$ cat src/hw/rtl/terminal_line_editor_unit_macros.svh
// ============================================================================
// Terminal line editor assertion macros
// Shared concurrent assertion wrappers, clocked on i_clk and disabled in reset.
// ============================================================================
`ifndef TERMINAL_LINE_EDITOR_UNIT_MACROS_SVH
`define TERMINAL_LINE_EDITOR_UNIT_MACROS_SVH

`ifndef SYNTH

// A property that must hold at every clock edge outside reset.
`define TLE_ASSERT(label, prop, msg) \
    label: assert property (@(posedge i_clk) disable iff (!i_rst_n) (prop)) else $error(msg);

// A condition that must be followed by a consequence in the next cycle.
`define TLE_ASSERT_NEXT(label, cond, conseq, msg) \
    label: assert property (@(posedge i_clk) disable iff (!i_rst_n) \
        (cond) |=> (conseq)) else $error(msg);

`else

`define TLE_ASSERT(label, prop, msg)
`define TLE_ASSERT_NEXT(label, cond, conseq, msg)

`endif

`endif

$ cat src/hw/rtl/tle_pkg.sv
// ============================================================================
// Terminal line editor package
// Character codes, command encoding and sizing constants shared by the
// front end, the command queue and the back end.
// ============================================================================
package tle_pkg;

    // Default sizing.
    localparam int LINE_LEN_DEF = 64;
    localparam int Q_DEPTH_DEF  = 4;

    // Fill count width, wide enough for the largest supported line.
    localparam int CNT_W = 6;

    // Character codes.
    localparam logic [7:0] CH_ESC   = 8'h1B;
    localparam logic [7:0] CH_LBRK  = 8'h5B;
    localparam logic [7:0] CH_DEL   = 8'h7F;
    localparam logic [7:0] CH_BS    = 8'h08;
    localparam logic [7:0] CH_CR    = 8'h0D;
    localparam logic [7:0] CH_LF    = 8'h0A;
    localparam logic [7:0] CH_SPACE = 8'h20;
    localparam logic [7:0] CH_TILDE = 8'h7E;
    localparam logic [7:0] CH_FINAL_LO = 8'h40;
    localparam logic [7:0] CH_NUL   = 8'h00;

    // Commands passed from the front end to the back end.
    typedef enum logic [1:0] {
        OP_STORE = 2'd0,
        OP_ERASE = 2'd1,
        OP_LINE  = 2'd2
    } t_op;

    // For OP_STORE, arg is the write address; for OP_LINE, the line length.
    typedef struct packed {
        t_op              op;
        logic [6:0]       data;
        logic [CNT_W-1:0] arg;
    } t_cmd;

endpackage

$ cat src/hw/rtl/tle_front.sv
// ============================================================================
// Terminal line editor front end
// Accepts received bytes, tracks escape sequences and the fill count, and
// queues one command for every byte that produces output.
// ============================================================================
module tle_front import tle_pkg::*; #(
    parameter int LINE_LEN = LINE_LEN_DEF
) (
    input  logic       i_clk,
    input  logic       i_rst_n,
    input  logic       i_valid,
    output logic       o_stall,
    input  logic [7:0] i_rx_byte,
    output logic       o_push,
    output t_cmd       o_cmd,
    input  logic       i_q_full
);

    typedef enum logic [1:0] {
        ESC_IDLE = 2'd0,
        ESC_SEEN = 2'd1,
        ESC_CSI  = 2'd2
    } t_esc_mode;

    t_esc_mode        r_mode, n_mode;
    logic [CNT_W-1:0] r_fill, n_fill;
    logic             accept;
    logic             is_final;
    logic             is_print;

    // A byte is taken whenever the queue has space for its command.
    assign o_stall  = i_q_full;
    assign accept   = i_valid && !i_q_full;
    assign is_final = (i_rx_byte >= CH_FINAL_LO) && (i_rx_byte <= CH_TILDE);
    assign is_print = (i_rx_byte >= CH_SPACE) && (i_rx_byte <= CH_TILDE);

    // Classify the byte and build its command.
    always_comb begin
        n_mode = r_mode;
        n_fill = r_fill;
        o_push = 1'b0;
        o_cmd  = '{op: OP_STORE, data: i_rx_byte[6:0], arg: r_fill};
        if (accept) begin
            unique case (r_mode)
                ESC_SEEN: begin
                    n_mode = (i_rx_byte == CH_LBRK) ? ESC_CSI : ESC_IDLE;
                end
                ESC_CSI: begin
                    if (is_final) begin
                        n_mode = ESC_IDLE;
                    end
                end
                default: begin
                    priority if (i_rx_byte == CH_ESC) begin
                        n_mode = ESC_SEEN;
                    end else if (i_rx_byte == CH_CR || i_rx_byte == CH_LF) begin
                        o_push    = 1'b1;
                        o_cmd.op  = OP_LINE;
                        o_cmd.arg = r_fill;
                        n_fill    = '0;
                    end else if (i_rx_byte == CH_DEL || i_rx_byte == CH_BS) begin
                        if (r_fill != '0) begin
                            o_push   = 1'b1;
                            o_cmd.op = OP_ERASE;
                            n_fill   = r_fill - CNT_W'(1);
                        end
                    end else if (is_print && r_fill < CNT_W'(LINE_LEN - 1)) begin
                        o_push   = 1'b1;
                        o_cmd.op = OP_STORE;
                        n_fill   = r_fill + CNT_W'(1);
                    end else begin
                        // Other control bytes, high bytes and printable bytes
                        // on a full line are dropped.
                        o_push = 1'b0;
                    end
                end
            endcase
        end
    end

    // Escape tracker and fill count.
    always_ff @(posedge i_clk) begin
        if (!i_rst_n) begin
            r_mode <= ESC_IDLE;
            r_fill <= '0;
        end else begin
            r_mode <= n_mode;
            r_fill <= n_fill;
        end
    end

endmodule

$ cat src/hw/rtl/tle_cmd_fifo.sv
// ============================================================================
// Terminal line editor command queue
// Small register FIFO that decouples the front end from the back end.
// ============================================================================
`include "terminal_line_editor_unit_macros.svh"

module tle_cmd_fifo import tle_pkg::*; #(
    parameter int DEPTH = Q_DEPTH_DEF
) (
    input  logic i_clk,
    input  logic i_rst_n,
    input  logic i_push,
    input  t_cmd i_cmd,
    output logic o_full,
    input  logic i_pop,
    output t_cmd o_cmd,
    output logic o_empty
);

    // The user must keep DEPTH a power of two so the pointers wrap on their own; the block does not enforce it.
    localparam int PW = $clog2(DEPTH);

    t_cmd        r_mem [DEPTH];
    logic [PW-1:0] r_wr_ptr;
    logic [PW-1:0] r_rd_ptr;
    logic [PW:0]   r_count;

    assign o_full  = (r_count == (PW+1)'(DEPTH));
    assign o_empty = (r_count == '0);
    assign o_cmd   = r_mem[r_rd_ptr];

    // Entry storage.
    always_ff @(posedge i_clk) begin
        if (i_push) begin
            r_mem[r_wr_ptr] <= i_cmd;
        end
    end

    // Pointers and occupancy.
    always_ff @(posedge i_clk) begin
        if (!i_rst_n) begin
            r_wr_ptr <= '0;
            r_rd_ptr <= '0;
            r_count  <= '0;
        end else begin
            if (i_push) begin
                r_wr_ptr <= r_wr_ptr + PW'(1);
            end
            if (i_pop) begin
                r_rd_ptr <= r_rd_ptr + PW'(1);
            end
            unique case ({i_push, i_pop})
                2'b10:   r_count <= r_count + (PW+1)'(1);
                2'b01:   r_count <= r_count - (PW+1)'(1);
                default: r_count <= r_count;
            endcase
        end
    end

    `TLE_ASSERT(a_no_overflow, !(i_push && o_full), "command pushed into a full queue")
    `TLE_ASSERT(a_no_underflow, !(i_pop && o_empty), "command popped from an empty queue")
    `TLE_ASSERT(a_count_range, r_count <= (PW+1)'(DEPTH), "queue occupancy out of range")
    `TLE_ASSERT_NEXT(a_push_fills, i_push && !i_pop, !o_empty, "queue empty after a push")

endmodule

$ cat src/hw/rtl/tle_back.sv
// ============================================================================
// Terminal line editor back end
// Executes queued commands: writes the line buffer, produces echo bytes and
// drains a finished line through a registered output stage.
// ============================================================================
`include "terminal_line_editor_unit_macros.svh"

module tle_back import tle_pkg::*; #(
    parameter int LINE_LEN = LINE_LEN_DEF
) (
    input  logic       i_clk,
    input  logic       i_rst_n,
    input  t_cmd       i_q_cmd,
    input  logic       i_q_empty,
    output logic       o_q_pop,
    output logic       o_valid,
    input  logic       i_stall,
    output logic [7:0] o_out_byte,
    output logic       o_to_line,
    output logic       o_line_empty,
    output logic       o_last
);

    localparam int AW = $clog2(LINE_LEN);

    typedef enum logic [2:0] {
        S_IDLE,
        S_ERASE_SP,
        S_ERASE_BS,
        S_EMPTY,
        S_LINE
    } t_state;

    // Line buffer.
    logic [6:0] r_line [LINE_LEN];
    logic [6:0] r_rdata;

    t_state           r_state, n_state;
    logic [CNT_W-1:0] r_idx, n_idx;
    logic [CNT_W-1:0] r_cnt, n_cnt;
    logic             r_o_valid, n_o_valid;
    logic [7:0]       r_o_byte, n_o_byte;
    logic             r_o_to_line, n_o_to_line;
    logic             r_o_empty, n_o_empty;
    logic             r_o_last, n_o_last;

    logic          can_emit;
    logic          mem_we;
    logic          rd_en;
    logic [AW-1:0] rd_addr;
    logic          line_end;

    // The output register can take a new result when empty or being drained.
    assign can_emit = !r_o_valid || !i_stall;
    assign line_end = (r_idx == r_cnt - CNT_W'(1));

    always_comb begin
        n_state     = r_state;
        n_idx       = r_idx;
        n_cnt       = r_cnt;
        n_o_valid   = r_o_valid && i_stall;
        n_o_byte    = r_o_byte;
        n_o_to_line = r_o_to_line;
        n_o_empty   = r_o_empty;
        n_o_last    = r_o_last;
        o_q_pop     = 1'b0;
        mem_we      = 1'b0;
        rd_en       = 1'b0;
        rd_addr     = '0;
        if (can_emit) begin
            unique case (r_state)
                S_IDLE: begin
                    if (!i_q_empty) begin
                        o_q_pop     = 1'b1;
                        n_o_valid   = 1'b1;
                        n_o_to_line = 1'b0;
                        n_o_empty   = 1'b0;
                        n_o_last    = 1'b0;
                        unique case (i_q_cmd.op)
                            OP_STORE: begin
                                // Store the character and echo it.
                                mem_we   = 1'b1;
                                n_o_byte = {1'b0, i_q_cmd.data};
                                n_o_last = 1'b1;
                            end
                            OP_ERASE: begin
                                n_o_byte = CH_BS;
                                n_state  = S_ERASE_SP;
                            end
                            OP_LINE: begin
                                // Echo the newline and, for a non-empty line, fetch the first byte.
                                n_o_byte = CH_LF;
                                if (i_q_cmd.arg == '0) begin
                                    n_state = S_EMPTY;
                                end else begin
                                    n_cnt   = i_q_cmd.arg;
                                    n_idx   = '0;
                                    rd_en   = 1'b1;
                                    rd_addr = '0;
                                    n_state = S_LINE;
                                end
                            end
                            default: begin
                                n_o_valid = 1'b0;
                            end
                        endcase
                    end
                end
                S_ERASE_SP: begin
                    n_o_valid = 1'b1;
                    n_o_byte  = CH_SPACE;
                    n_state   = S_ERASE_BS;
                end
                S_ERASE_BS: begin
                    n_o_valid = 1'b1;
                    n_o_byte  = CH_BS;
                    n_o_last  = 1'b1;
                    n_state   = S_IDLE;
                end
                S_EMPTY: begin
                    n_o_valid   = 1'b1;
                    n_o_byte    = CH_NUL;
                    n_o_to_line = 1'b1;
                    n_o_empty   = 1'b1;
                    n_o_last    = 1'b1;
                    n_state     = S_IDLE;
                end
                S_LINE: begin
                    // Emit the fetched byte and, unless it ends the line, fetch the next one.
                    n_o_valid   = 1'b1;
                    n_o_byte    = {1'b0, r_rdata};
                    n_o_to_line = 1'b1;
                    n_o_empty   = 1'b0;
                    n_o_last    = line_end;
                    if (line_end) begin
                        n_state = S_IDLE;
                    end else begin
                        n_idx   = r_idx + CNT_W'(1);
                        rd_en   = 1'b1;
                        rd_addr = n_idx[AW-1:0];
                    end
                end
                default: begin
                    n_state = S_IDLE;
                end
            endcase
        end
    end

    // Line buffer write and registered read.
    always_ff @(posedge i_clk) begin
        if (mem_we) begin
            r_line[i_q_cmd.arg[AW-1:0]] <= i_q_cmd.data;
        end
        if (rd_en) begin
            r_rdata <= r_line[rd_addr];
        end
    end

    // Sequencer state and output register.
    always_ff @(posedge i_clk) begin
        if (!i_rst_n) begin
            r_state   <= S_IDLE;
            r_o_valid <= 1'b0;
            r_idx     <= '0;
            r_cnt     <= '0;
        end else begin
            r_state   <= n_state;
            r_o_valid <= n_o_valid;
            r_idx     <= n_idx;
            r_cnt     <= n_cnt;
        end
        r_o_byte    <= n_o_byte;
        r_o_to_line <= n_o_to_line;
        r_o_empty   <= n_o_empty;
        r_o_last    <= n_o_last;
    end

    assign o_valid      = r_o_valid;
    assign o_out_byte   = r_o_byte;
    assign o_to_line    = r_o_to_line;
    assign o_line_empty = r_o_empty;
    assign o_last       = r_o_last;

    `TLE_ASSERT(a_idx_in_line, (r_state != S_LINE) || (r_idx < r_cnt), "line index past line length")
    `TLE_ASSERT(a_pop_in_idle, !o_q_pop || (r_state == S_IDLE), "command taken while busy")
    `TLE_ASSERT(a_empty_marker, !(r_o_valid && r_o_empty) || (r_o_to_line && r_o_last && (r_o_byte == CH_NUL)), "malformed empty-line marker")
    `TLE_ASSERT_NEXT(a_line_drains, (r_state == S_LINE) && can_emit, r_o_valid && r_o_to_line, "line byte not presented")

endmodule

$ cat src/hw/rtl/terminal_line_editor_unit.sv
// ============================================================================
// Terminal line editor
// Line discipline for a received terminal byte stream with escape skipping.
// ============================================================================
// A received byte is taken whenever the command queue between the front end
// and the back end has space (four entries by default); while the queue is
// full every byte waits, including bytes that give no result. Results leave
// through one output register at up to one per cycle while the output is not
// stalled: a stored character gives its echo, an erase gives three echo bytes
// (backspace, space, backspace), and a finished line of n bytes gives the
// newline echo and then its n bytes in order, read from the line buffer, whose
// registered read is overlapped with the echo; an empty line gives the newline
// echo and an empty-line marker. A stalled output holds the back end but not
// the front end until the queue fills.
module terminal_line_editor_unit import tle_pkg::*; #(
    parameter int LINE_LEN    = LINE_LEN_DEF,
    parameter int QUEUE_DEPTH = Q_DEPTH_DEF
) (
    input  logic       i_clk,
    input  logic       i_rst_n,
    input  logic       i_valid,
    output logic       o_stall,
    input  logic [7:0] i_rx_byte,
    output logic       o_valid,
    input  logic       i_stall,
    output logic [7:0] o_out_byte,
    output logic       o_to_line,
    output logic       o_line_empty,
    output logic       o_last
);

    logic push;
    logic pop;
    logic q_full;
    logic q_empty;
    t_cmd push_cmd;
    t_cmd pop_cmd;

    // Byte classification and line bookkeeping.
    tle_front #(
        .LINE_LEN (LINE_LEN)
    ) u_front (
        .i_clk     (i_clk),
        .i_rst_n   (i_rst_n),
        .i_valid   (i_valid),
        .o_stall   (o_stall),
        .i_rx_byte (i_rx_byte),
        .o_push    (push),
        .o_cmd     (push_cmd),
        .i_q_full  (q_full)
    );

    // Command queue.
    tle_cmd_fifo #(
        .DEPTH (QUEUE_DEPTH)
    ) u_queue (
        .i_clk   (i_clk),
        .i_rst_n (i_rst_n),
        .i_push  (push),
        .i_cmd   (push_cmd),
        .o_full  (q_full),
        .i_pop   (pop),
        .o_cmd   (pop_cmd),
        .o_empty (q_empty)
    );

    // Command execution and result transfer.
    tle_back #(
        .LINE_LEN (LINE_LEN)
    ) u_back (
        .i_clk        (i_clk),
        .i_rst_n      (i_rst_n),
        .i_q_cmd      (pop_cmd),
        .i_q_empty    (q_empty),
        .o_q_pop      (pop),
        .o_valid      (o_valid),
        .i_stall      (i_stall),
        .o_out_byte   (o_out_byte),
        .o_to_line    (o_to_line),
        .o_line_empty (o_line_empty),
        .o_last       (o_last)
    );

endmodule
$ cat config.mk
export PLATFORM = sky130hd
export DESIGN_NAME = terminal_line_editor_unit
export DESIGN_NICKNAME = d
export VERILOG_FILES = /design/src/hw/rtl/tle_pkg.sv /design/src/hw/rtl/tle_front.sv /design/src/hw/rtl/tle_cmd_fifo.sv /design/src/hw/rtl/tle_back.sv /design/src/hw/rtl/terminal_line_editor_unit.sv
export VERILOG_INCLUDE_DIRS = /design/src /design/src/hw/rtl
export SDC_FILE = /design/constraint.sdc
export NUM_CORES = 1
export LEC_CHECK = 0
export BUFFER_PORTS_ARGS = -buffer_cell sky130_fd_sc_hd__clkbuf_2
export CORE_MARGIN = 5
export CORE_UTILIZATION = 50
export CTS_CLUSTER_SIZE = 16
export DETAILED_ROUTE_END_ITERATION = 12
export PLACE_DENSITY = 0.71
export SLEW_MARGIN = 10
export SYNTH_ARGS = -nofsm -noshare
export SYNTH_HDL_FRONTEND = slang
export SYNTH_SLANG_ARGS = --single-unit
$ cat constraint.sdc
create_clock -name i_clk -period 4.51 [get_ports i_clk]
set_input_delay 0.902 -clock i_clk [delete_from_list [all_inputs] [get_ports i_clk]]
set_output_delay 0.902 -clock i_clk [all_outputs]
set_load 0.01 [all_outputs]
==> run metrics, run 1 <==
status complete, no violations; vias in the first global route 13.7k; share of the synthesized area in the top cell type 0.679; pwr/cell area 529 nW/µm²; Via density 6.18; DRT iter0 DRCs 1,681; Leak Pwr 8.01 nW; Die Wd 225 µm; first-pass GRT wire length 83,300 µm; most used flip-flop cell after synthesis edfxtp_1; fin crit period 3.76 ns; grt total ovfl 0; Max Clock Skew 0.0399 ns; placed cell area 24,000 µm²; slew of the pin with the lowest slew margin 1.15 ns; critical path peak fanout 38; layout cells sized above 1 0.144; largest net degree at the start of global routing 66; DRT Pass-1 Iters 5; Hold Startpoint u_front.r_mode[1]; total chip power 13.6 mW; Combinational Power Share 0.210; Hold Vio Cnt, Final 0; PnR worst setup slack 0.750 ns; Site Rows 79; crit path capture type register; sequential share of the synthesized area 0.708; CTS root buf clkbuf_16; area leader, netlist edfxtp_1; Yosys cell types 71; Design Area, Final 25,700 µm²; final hold slack 0.483 ns; Req. time, crit path 4.96 ns; post-synth net total 1,623; commonest non-fill, non-tap cell in the layout edfxtp_1; Worst Path Arrival 4.21 ns; nets@finish 1,647; fmax 0.266 GHz; NetSw 4.02 mW; clk slew on worst S/H paths 0.06 ns; post-CTS sizing 0; DR DRC count 0; CP Cell Sequence inv_1 > ha_1 > xor2_1 > nand2_1 > nor4b_4 > a21o_2 > buf_4 > nor3_1 > or4_1 > a31o_1 > o211ai_1; Die Footprint 50,800 µm²; routability cong. 0.888; antenna fix cells 0; hpwl dp 34,300 µm; initial antenna violation count 0; CP Launch Point u_back.r_cnt[0]; Buffers on Ports 23; maximum VDD drop 319 µV; sw frac 0.296; Seq cells post-synth 558; Post-synth EDFFs 525; vias 14.0k; synth top area cells edfxtp_1 (68%), dfxtp_1 (2.8%), nor2_1 (2.8%); Tcrit/Tclk final 0.834; Internal 9.59 mW; startpoint types register; Num CTS Buffers 55; Flop pwr share 0.468; synthesized area 23,200 µm²; Area Growth Syn to Fin 10.8%; Hold Buf Count CTS 0; Max-cap violations 0; cell count after placement 2,166; Core Region 46,300 µm²; Post-Route WL 54,600 µm; max-slew headroom at the worst pin 0.231; Starting Density 0.502; Setup TNS 0 ns; Yosys Warn Count 0; gr usage total 0.213; Worst path top cell family by delay simple AND/OR/NAND/NOR gates; asr flop ratio synth 0; antenna-violating nets left 0; worst path bufs/invs 2; RSZ-0062 raised after global routing false; later-pin clock latency in the skew report 0.61 ns; final setup fails 0; delay of the slowest critical-path stage 0.71 ns; Max Root-Sink Buffers 3; H-tree depth 2; Slew Limit Fails 0; Worst Hold Class register to register; Setup Buffers After CTS 0; Clock power frac 0.322; Worst Setup Path Type register to register; most frequent cells in the layout edfxtp_1 (525), nor2_1 (174), a21oi_1 (78); Ports 25; Final Core Density 0.556; fillers 3,610; # clock sinks 558; Slowest-stage cell, CP a21o_2; Place WS 0.780 ns; die height 225 µm; Finished Layout Cells 2,265; Syn Area/Cell 14.6 µm²; reg2reg start u_back.r_cnt[0]; Mapped Cells 1,592; CTS tree yes; average wire per standard cell 24.1 µm
final cells by class:
class / count / area [µm²] / share of cell area
clock inverters: 36 / 312 / 0.0121
well taps: 607 / 759 / 0.0295
clock buffers: 63 / 1410 / 0.0547
inverters: 27 / 101 / 0.00394
flip-flops and latches: 558 / 16400 / 0.639
multi-input cells: 907 / 6250 / 0.243
repair buffers: 67 / 458 / 0.0178
power by group through the flow:
stage | sequential [mW] | combinational (mW) | clock, mW
floorplan | 6.44 | 1.87 | 0
global placement | 6.47 | 2.78 | 0
detailed placement | 6.47 | 2.83 | 0
CTS | 6.36 | 2.84 | 4.43
global route | 6.38 | 3.07 | 4.67
finish | 6.36 | 2.86 | 4.38
logic make-up (layout without fill, tap and decap cells):
logic type | Yosys count | count (layout) | share of synthesized area
other | 1 | 1 | 0.000162
flip-flops | 558 | 558 | 0.708
multiplexers | 122 | 122 | 0.0669
adder cells (fa/ha/maj) | 19 | 19 | 0.0109
AO/OA/AOI/OAI | 357 | 357 | 0.104
XOR/XNOR | 21 | 21 | 0.00793
AND/OR/NAND/NOR | 387 | 387 | 0.0778
buffers and inverters | 127 | 193 | 0.0249
worst min-delay path, stage by stage, from the launching register on:
cell     delay (ns)
dfxtp_1        0.32
nand2_1        0.06
a21oi_1        0.05
flip-flops by register name, indices dropped and copies added, names as in the netlist, 3 cells and up, named ones only:
name	flops
u_back.r_rdata	7
u_queue.r_mem	60
u_back.r_state	3
u_back.r_idx	6
u_back.o_out_byte	7
u_back.r_line	448
u_queue.r_count	3
u_back.r_cnt	6
u_front.r_fill	6
cells in the mapped netlist (all sizes together), types with 12 or more instances:
cell type and count:
nor3 49, clkbuf 49, nand2b 18, nand2 56, nor2 176, o21ai 55
edfxtp 525, o221ai 19, o311ai 20, a21oi 80, xor2 12, nand3 27
buf 51, mux2i 55, dfxtp 33, ha 17, o211ai 38, mux2 45
a22oi 14, nor2b 15, o22ai 61, inv 27, mux4 22
path summary, 6_finish.rpt:
path,end,cells after the start,slack (ns)
max,u_back.r_rdata[2],11,0.75
min,u_front.r_mode[1],2,0.48
max reg2reg,u_back.r_rdata[2],11,0.75
min reg2reg,u_front.r_mode[1],2,0.48
layer usage:
| metal | vias up | track usage | routed length, µm | share of wire |
|---|---|---|---|---|
| met5 | - | 0 | 0 | 0 |
| met4 | 0 | 0.0679 | 1750 | 0.032 |
| met3 | 109 | 0.0400 | 4260 | 0.078 |
| met2 | 665 | 0.337 | 25700 | 0.47 |
| met1 | 6966 | 0.303 | 22900 | 0.42 |
| li1 | 6254 | - | - | - |
Note: power is estimated with default switching activity, not from simulation.
==> run 2: changes to the inputs <==
ABC_AREA = 1   (was default)
PLACE_DENSITY = 0.74   (was 0.71)
clock period = 3.4 ns   (was 4.51 ns; I/O delays follow)
==> run 2 against run 1 <==
Against the previous run: fmax grew 16%; cell count grew 36%; combinational power grew 31%; register-to-register slack lost 0.58 ns; die area grew 7.6%; routed wire length grew 14%; core utilization grew 0.69 points; critical path depth shrank 4; critical path type unchanged.
==> run metrics, run 2 <==
status complete, no violations (unchanged); NetSw 5.40 mW (was 4.02 mW); Finished Layout Cells 3,074 (was 2,265); Ports 25 (unchanged); later-pin clock latency in the skew report 0.61 ns (about the same); initial antenna violation count 0 (unchanged); DRT Pass-1 Iters 6 (was 5); PnR worst setup slack 0.165 ns (was 0.750 ns); Area Growth Syn to Fin 12.1% (was 10.8%); clk slew on worst S/H paths 0.06 ns (about the same); startpoint types register (unchanged); critical path peak fanout 34 (was 38); Buffers on Ports 23 (unchanged); Req. time, crit path 3.62 ns (was 4.96 ns); sequential share of the synthesized area 0.656 (was 0.708); post-synth net total 2,378 (was 1,623); Post-Route WL 62,100 µm (was 54,600 µm); # clock sinks 558 (unchanged); Starting Density 0.502 (about the same); Die Footprint 54,700 µm² (was 50,800 µm²); area leader, netlist edfxtp_1 (unchanged); Internal 13.2 mW (was 9.59 mW); share of the synthesized area in the top cell type 0.630 (was 0.679); max reg flops 448 (unchanged); slew of the pin with the lowest slew margin 0.945 ns (was 1.15 ns); sw frac 0.290 (was 0.296); Die Wd 234 µm (was 225 µm); first-pass GRT wire length 96,300 µm (was 83,300 µm); Yosys Warn Count 0 (unchanged); Hold Startpoint i_rx_byte[2] (was u_front.r_mode[1]); DR DRC count 0 (unchanged); Mapped Cells 2,347 (was 1,592); average wire per standard cell 20.2 µm (was 24.1 µm); Setup Buffers After CTS 0 (unchanged); Max-cap violations 0 (unchanged); gr usage total 0.227 (was 0.213); commonest non-fill, non-tap cell in the layout edfxtp_1 (unchanged); Leak Pwr 10.8 nW (was 8.01 nW); Num CTS Buffers 56 (was 55); routability cong. 0.877 (was 0.888); antenna-violating nets left 0 (unchanged); Place WS 0.131 ns (was 0.780 ns); fmax 0.309 GHz (was 0.266 GHz); Yosys cell types 40 (was 71); most frequent cell after synthesis edfxtp_1 (unchanged); nets@finish 2,387 (was 1,647); CTS root buf clkbuf_16 (unchanged); asr flop ratio synth 0 (unchanged); Flop pwr share 0.452 (was 0.468); Tcrit/Tclk final 0.951 (was 0.834); multi-input logic area 6950 µm² (was 6250 µm²); Combinational Power Share 0.200 (was 0.210); antenna fix cells 0 (unchanged); final hold slack 0.356 ns (was 0.483 ns); die height 234 µm (was 225 µm); Site Rows 82 (was 79); DRT iter0 DRCs 2,230 (was 1,681); grt total ovfl 0 (unchanged); Worst Path Arrival 3.46 ns (was 4.21 ns); Syn Area/Cell 10.7 µm² (was 14.6 µm²); pwr/cell area 664 nW/µm² (was 529 nW/µm²); Via density 5.70 (was 6.18); Final Core Density 0.563 (was 0.556); final setup fails 0 (unchanged); Max Root-Sink Buffers 3 (unchanged); vias in the first global route 17.0k (was 13.7k); cell count after placement 2,969 (was 2,166); Hold Vio Cnt, Final 0 (unchanged); RSZ-0062 raised after global routing false (unchanged); CTS tree yes (unchanged); Worst Hold Class primary input to register (was register to register); H-tree depth 2 (unchanged); Slew Limit Fails 0 (unchanged); Post-synth EDFFs 525 (unchanged); most frequent cells in the layout edfxtp_1 (525), nand3_1 (462), nand2_1 (388) (was edfxtp_1 (525), nor2_1 (174), a21oi_1 (78)); fin crit period 3.24 ns (was 3.76 ns); Seq cells post-synth 558 (unchanged); maximum VDD drop 576 µV (was 319 µV); fillers 4,147 (was 3,610); most used flip-flop cell after synthesis edfxtp_1 (unchanged); Reg area 16,400 µm² (about the same); top post-synthesis cells by count edfxtp_1 (525), nand3_1 (463), nand2_1 (388), inv_1 (297), nand3b_1 (177) (was edfxtp_1 (525), nor2_1 (174), a21oi_1 (80), o22ai_1 (61)); Max Clock Skew 0.0262 ns (was 0.0399 ns); max-slew headroom at the worst pin 0.367 (was 0.231); vias 17.5k (was 14.0k); Worst Setup Path Type register to register (unchanged); synthesized area 25,000 µm² (was 23,200 µm²); Clock power frac 0.347 (was 0.322); Setup TNS 0 ns (unchanged); largest net degree at the start of global routing 143 (was 66); Core Region 49,900 µm² (was 46,300 µm²); hpwl dp 38,100 µm (was 34,300 µm); synth top area cells edfxtp_1 (63%), nand3_1 (9.3%), nand2_1 (5.8%) (was edfxtp_1 (68%), dfxtp_1 (2.8%), nor2_1 (2.8%)); crit path capture type register (unchanged); layout cells sized above 1 0.0833 (was 0.144)
[run 2: cell count changes after synthesis, moves of 44 or more]
cell | previous run | this run
o22ai_1 | 61 | 9
nor3_1 | 48 | 4
mux2i_1 | 55 | 0
buf_2 | 26 | 90
inv_1 | 26 | 297
mux2_2 | 45 | 0
nand3b_1 | 6 | 177
nand3_1 | 27 | 463
nand2_1 | 55 | 388
[run 2: power groups by stage]
stage	logic [mW]	registers (mW)	clock network, mW
final	3.74	8.43	6.48
after global routing	4.09	8.44	6.82
after CTS	3.73	8.43	6.55
after detailed placement	3.70	8.56	0
after global placement	3.65	8.56	0
after floorplan	2.26	8.58	0
[run 2: per-stage QoR]
step | power (mW) | area (µm²)
global placement | 12.2 | 26100
finish | 18.6 | 28100
detailed placement | 12.3 | 26100
CTS | 18.7 | 28100
floorplan | 10.8 | 25100
global route | 19.4 | 28100
[run 2: worst paths after layout]
| path | endpoint | slack (ns) | depth (start not counted) |
|---|---|---|---|
| max | u_back.r_line[45][1] | 0.16 | 7 |
| min | u_queue.r_mem[3][8] | 0.36 | 1 |
| max reg2reg | u_back.r_line[45][1] | 0.16 | 7 |
| min reg2reg | u_back.r_cnt[5] | 0.48 | 2 |
[run 2: timing repair]
action                     CTS  global route
hold endpoints to repair     0             0
hold buffers                 0             0
setup endpoints to repair    0             7
resized for setup            0             1
[run 2: cells by family (layout without fill, tap and decap cells)]
kind of cell             after synthesis  in the layout  synth area share
AND/OR/NAND/NOR                     1218           1219             0.235
flip-flops                           558            558             0.656
buffers and inverters                437            491            0.0719
AO/OA/AOI/OAI                        107            107            0.0240
adder cells (fa/ha/maj)               19             19            0.0101
XOR/XNOR                               7              7           0.00245
other                                  1              1          0.000150
[run 2: final cells by class]
| class | count | area share |
|---|---|---|
| Inverter | 307 | 0.0411 |
| Tap cell | 672 | 0.0300 |
| Timing Repair Buffer | 80 | 0.0271 |
| Clock buffer | 68 | 0.0537 |
| Sequential cell | 558 | 0.585 |
| Clock inverter | 36 | 0.0152 |
| Multi-Input combinational cell | 1353 | 0.248 |
[run 2: per-layer routing]
layer / wire (µm) / vias to the layer above / track usage
met5: 0 / - / 0
met4: 1680 / 0 / 0.0708
met3: 5710 / 123 / 0.0371
met2: 29500 / 890 / 0.368
met1: 25300 / 8448 / 0.317
li1: - / 8048 / -
[run 2: critical path: stages, from the launching register on]
cell and delay [ns]:
dfxtp_1 0.33, buf_4 0.32, nand2_1 0.10, a32oi_1 0.53
inv_1 0.18, nor2_1 0.29, nand2_1 0.32, nor2_1 0.78
